File: src/hw/rtl/eap_pkg.sv
// Package for the extent address allocator.
// Holds the request and result types, the table entry and cell control types,
// and the opcode, status and register index codes. No dependencies.
`default_nettype none
package eap_pkg;

  localparam int unsigned MAX_EXTENTS = 64;

  localparam logic [1:0] OP_ALLOC  = 2'd0;
  localparam logic [1:0] OP_FREE   = 2'd1;
  localparam logic [1:0] OP_RECORD = 2'd2;

  localparam logic [2:0] ST_OK        = 3'd0;
  localparam logic [2:0] ST_UNINIT    = 3'd1;
  localparam logic [2:0] ST_TOO_LONG  = 3'd2;
  localparam logic [2:0] ST_NO_SPACE  = 3'd3;
  localparam logic [2:0] ST_RANGE     = 3'd4;
  localparam logic [2:0] ST_NOT_ALLOC = 3'd5;
  localparam logic [2:0] ST_BAD_LEN   = 3'd6;
  localparam logic [2:0] ST_FULL      = 3'd7;

  localparam logic REG_REGION_BASE   = 1'b0;
  localparam logic REG_REGION_LENGTH = 1'b1;

  typedef struct packed {
    logic [1:0]  opcode;
    logic [63:0] address;
    logic [31:0] length;
  } req_t;

  typedef struct packed {
    logic [2:0]  status;
    logic [63:0] result_address;
  } rsp_t;

  typedef struct packed {
    logic [31:0] start;
    logic [31:0] len;
  } entry_t;

  // Update command for one cell; at most one of these is set.
  typedef struct packed {
    logic wr;   // take the primary new entry
    logic ins;  // take the inserted new entry
    logic shr;  // take the entry of the cell below (insert shift)
    logic shl;  // take the entry of the cell above (erase shift)
  } cell_ctrl_t;

  // Per-cell search results, latched in the evaluation cycle.
  typedef struct packed {
    logic gap;    // gap after this entry fits the request
    logic close;  // allocation closes that gap exactly
    logic hit;    // free offset lies in [start, start + len]
    logic above;  // start lies above the record offset
  } cell_flag_t;

endpackage
`default_nettype wire

File: src/hw/rtl/eap_cell.sv
// One cell of the extent table chain: holds one entry and its search flags.
// Depends on eap_pkg for the entry, control and flag types.
`default_nettype none
module eap_cell (
  input  wire                  clk_i,
  input  wire                  eval_i,
  input  wire                  valid_i,
  input  wire                  nvalid_i,
  input  eap_pkg::entry_t      prev_i,
  input  eap_pkg::entry_t      next_i,
  input  wire [31:0]           len_i,
  input  wire [31:0]           off_i,
  input  wire [31:0]           rec_i,
  input  eap_pkg::cell_ctrl_t  ctrl_i,
  input  eap_pkg::entry_t      new_a_i,
  input  eap_pkg::entry_t      new_b_i,
  output eap_pkg::entry_t      entry_o,
  output eap_pkg::cell_flag_t  flag_o
);

  eap_pkg::entry_t     entry_q, entry_d;
  eap_pkg::cell_flag_t flag_q, flag_d;
  logic [32:0]         end_w;
  logic [32:0]         nx_w;

  assign end_w = {1'b0, entry_q.start} + {1'b0, entry_q.len};
  assign nx_w  = {1'b0, next_i.start};

  always_comb begin
    flag_d.gap   = nvalid_i && (nx_w >= end_w) && ((nx_w - end_w) >= {1'b0, len_i});
    flag_d.close = ({1'b0, end_w} + {2'b0, len_i}) == {1'b0, nx_w};
    flag_d.hit   = valid_i && (off_i >= entry_q.start) && ({1'b0, off_i} <= end_w);
    flag_d.above = valid_i && (entry_q.start > rec_i);
  end

  always_comb begin
    priority if (ctrl_i.shr) begin
      entry_d = prev_i;
    end else if (ctrl_i.shl) begin
      entry_d = next_i;
    end else if (ctrl_i.wr) begin
      entry_d = new_a_i;
    end else if (ctrl_i.ins) begin
      entry_d = new_b_i;
    end else begin
      entry_d = entry_q;
    end
  end

  always_ff @(posedge clk_i) begin
    entry_q <= entry_d;
    if (eval_i) begin
      flag_q <= flag_d;
    end
  end

  assign entry_o = entry_q;
  assign flag_o  = flag_q;

endmodule
`default_nettype wire

File: config.mk
export PLATFORM = sky130hd
export DESIGN_NAME = eap_cell
export DESIGN_NICKNAME = d
export VERILOG_FILES = /design/src/hw/rtl/eap_pkg.sv /design/src/hw/rtl/eap_cell.sv
export SDC_FILE = /design/constraint.sdc
export NUM_CORES = 1
export LEC_CHECK = 0
export BUFFER_PORTS_ARGS = -buffer_cell sky130_fd_sc_hd__buf_2
export CAP_MARGIN = 20
export CORE_AREA = 4 4 164 166
export CTS_CLUSTER_SIZE = 30
export DETAILED_ROUTE_END_ITERATION = 16
export DIE_AREA = 0 0 168 170
export GPL_ROUTABILITY_DRIVEN = 0
export GPL_TIMING_DRIVEN = 0
export HOLD_SLACK_MARGIN = 0.05
export PLACE_DENSITY = 0.79
export SLEW_MARGIN = 15
export SYNTH_ARGS = -nofsm -noshare
export SYNTH_HDL_FRONTEND = slang
export SYNTH_SLANG_ARGS = --single-unit
File: constraint.sdc
create_clock -name clk_i -period 7.25 [get_ports clk_i]
set_input_delay 0 -clock clk_i [delete_from_list [all_inputs] [get_ports clk_i]]
set_output_delay 0 -clock clk_i [all_outputs]
set_load 0.03 [all_outputs]
==> results.sh <==
export IMPL_hpwl_um=43500
export IMPL_ant_nets=0
export IMPL_end_kind="register"
export IMPL_grt_use_total=0.347
export IMPL_yosysSeqAreaShare=0.162
export IMPL_clkLatencyLatePin_ns=0.34
export IMPL_r2r_end="flag_o[3]"
export IMPL_internal_power_uw=2280
export IMPL_num_rows=59
export IMPL_p_clk_frac=0.124
export IMPL_p_leak_uw=0.00857
export IMPL_setup_violations=0
export IMPL_synth_edf_count=68
export IMPL_synth_top_family_by_area="compound AO/OA/AOI/OAI gates"
export IMPL_layout_nets=2740
export IMPL_wl_per_cell_um=21.3
export IMPL_power_frac_seq=0.125
export IMPL_hold_viol=0
export IMPL_p_per_area_nw_per_um2=268
export IMPL_max_stage_delay_ns=0.40
export IMPL_cts_max_level=3
export IMPL_finalCritPeriodShare=0.974
export IMPL_cp_start_kind="register"
export IMPL_cts_path_max_buffers=2
export IMPL_setup_tns_ns=0
export IMPL_cp_max_fo=6
export IMPL_die_y_um=170
export IMPL_cts_tree="yes"
export IMPL_cp_arrival_ns=7.15
export IMPL_drv_cap=0
export IMPL_p_sw_frac=0.490
export IMPL_placed_area_um2=15200
export IMPL_synth_simple_area_share=0.167
export IMPL_crit_slowest_cell="edfxtp_1"
export IMPL_synth_compound_area_frac=0.254
export IMPL_holdWs_ns=0.0617
export IMPL_slew_viol_final=0
export IMPL_cts_root_buf="clkbuf_16"
export IMPL_io_pins=428
export IMPL_regToRegStartpoint="entry_o[0]"
export IMPL_cts_sinks=68
export IMPL_via_per_inst=6.06
export IMPL_final_cell_mix="buf_2 (427), ha_1 (218), a21oi_1 (173)"
export IMPL_netlist_area_um2=12600
export IMPL_layout_drive_gt1_share=0.237
export IMPL_dp_cells=2379
export IMPL_synth_ff_type="edfxtp_1"
export IMPL_path_class="register to register"
export IMPL_endpoint="flag_o[3]"
export IMPL_synthesis_nets=2203
export IMPL_die_area_um2=28600
export IMPL_synth_xor_area_frac=0.0724
export IMPL_finalPower_uw=4470
export IMPL_slew_headroom=0.461
export IMPL_antenna_found_initial=3
export IMPL_drc=0
export IMPL_layout_cells_non_filler=2499
export IMPL_worst_slew_pin_slew_ns=0.809
export IMPL_syn_area_per_cell_um2=7.78
export IMPL_worstPathRequired_ns=7.34
export IMPL_finalClockSkew_ns=0.00845
export IMPL_numCtsBuffers=9
export IMPL_r2r_cells=35
export IMPL_yosysUniqueCellTypes=74
export IMPL_ys_seq_elements=68
export IMPL_clkTransAtPathRegs_ns=0.06
export IMPL_synth_warnings=0
export IMPL_final_area_um2=16700
export IMPL_fin_crit_ns=7.06
export IMPL_cp_common_cell="a21o_1"
export IMPL_p_switching_uw=2190
export IMPL_routed_wl_um=53200
export IMPL_status="completed"
export IMPL_n_fill_cell=2139
export IMPL_max_freq_mhz=142
export IMPL_ir_worst_vdd_uv=142
export IMPL_async_flop_share=0
export IMPL_gr_total_overflow=0
export IMPL_die_w_um=168
export IMPL_vias=15100
export IMPL_synthAdderAreaFrac=0.228
export IMPL_grt_max_degree=43
export IMPL_synthToLayoutAreaGrowth_pct=32.4
export IMPL_port_buffers=425
export IMPL_grt_pass1_wl_um=77500
export IMPL_drt_iter0_drc=1560
export IMPL_hp_class="input pin to register"
export IMPL_initial_core_util=0.491
export IMPL_grt_pass1_vias=14600
export IMPL_mostFrequentLayoutCell="buf_2"
export IMPL_r2r_slack_ns=0.19
export IMPL_synthMuxAreaShare=0.0541
export IMPL_setup_worst_path_start="entry_o[0]"
export IMPL_core_area_um2=25600
export IMPL_comb_power_share=0.751
export IMPL_drtPass1Iterations=5
export IMPL_syn_inst=1618
-- stage by stage --
stage | util | setup slack [ns]
floorplan | - | 0.667
detailed placement | 0.592 | -0.404
global placement | 0.591 | -0.217
CTS | 0.642 | 0.00674
global route | 0.650 | -0.0257
finish | 0.651 | 0.190
-- synth_stat cells, types with 4 or more instances --
master,n,area share
a2111oi_0,5,0.0035
a211o_1,7,0.0049
a211oi_1,14,0.0084
a21o_1,65,0.039
a21oi_1,176,0.070
a221o_1,4,0.0032
a221oi_1,6,0.0042
a31oi_1,12,0.0060
a41o_1,4,0.0032
and2_1,4,0.0020
and3_1,13,0.0065
and4_1,4,0.0028
clkbuf_1,42,0.013
edfxtp_1,68,0.16
ha_1,222,0.22
inv_1,150,0.045
mux2i_1,68,0.054
nand2_1,120,0.036
nand2b_1,28,0.014
nand3_1,22,0.0088
nand4_1,39,0.019
nor2_1,120,0.036
nor2b_1,30,0.015
nor3_1,22,0.0088
nor4_1,10,0.0050
o2111ai_1,6,0.0042
o211ai_1,6,0.0036
o21a_1,20,0.012
o21ai_0,137,0.054
o21bai_1,13,0.0078
o22ai_1,5,0.0025
o31ai_1,4,0.0024
or2_2,4,0.0020
or3_1,5,0.0025
xnor2_1,65,0.045
xor2_1,39,0.027
-- layout make-up --
type                       instances  area, µm²  area share
multi-input combinational       1351       9930       0.596
timing repair buffer             527       3130       0.188
sequential                        68       2040       0.123
inverter                         151        569      0.0342
tap                              335        419      0.0252
clock buffer                       9        225      0.0135
buffer                            47        199      0.0119
clock inverter                     6        138     0.00826
antenna                            5       12.5    0.000751
-- sequential cells by signal, indices dropped and copies added (netlist names) --
signal	cells
flag_o	4
entry_o	64
-- power groups by stage --
stage | Combinational, µW | Sequential, µW | Clock (µW)
after global routing | 3680 | 558 | 569
after floorplan | 2250 | 610 | 0
after global placement | 3020 | 563 | 0
final | 3360 | 558 | 555
after detailed placement | 3120 | 562 | 0
after CTS | 3190 | 553 | 551
-- kinds of logic (layout without fill, tap and decap cells) --
| family | Yosys count | in the layout |
|---|---|---|
| AOI/OAI and AO/OA | 516 | 516 |
| xor gates and xnor gates | 104 | 104 |
| adders and majority gates | 228 | 228 |
| buffers and inverters | 199 | 740 |
| DFF | 68 | 68 |
| muxes | 68 | 68 |
| other | 0 | 5 |
| and+or+nand+nor | 435 | 435 |
-- what timing repair did --
action                     in CTS  in global routing
buffers inserted                1                 11
pin swaps                       1                  5
hold buffers                   89                  0
setup endpoints to repair       1                  2
hold endpoints to repair       69                  0
resized for setup               5                 29
-- worst min path at each step --
stage	startpoint	slack (ns)	cells after the start	to
after detailed placement	prev_i[1]	0.28	3	entry_o[1]
after global placement	eval_i	0.27	1	flag_o[0]
after CTS	next_i[22]	0.05	3	entry_o[22]
final	valid_i	0.06	3	flag_o[0]
after floorplan	eval_i	0.11	0	flag_o[0]
after global routing	valid_i	0.06	3	flag_o[0]
-- routing by layer --
layer,global-route usage,up-vias,routed length [µm]
li1,-,6982,-
met1,0.416,6899,19300
met2,0.601,1027,25200
met3,0.0625,235,5680
met4,0.167,0,3050
met5,0,-,0
-- critical path: cells and delay by family, from the launching register on --
family,cells,cell delay [ns]
AOI/OAI and AO/OA,17,3.05
xor gates and xnor gates,2,0.31
adders and majority gates,5,1.58
buffers and inverters,2,0.16
DFF,1,0.40
and+or+nand+nor,9,1.31
(Power assumes the default switching activity.)
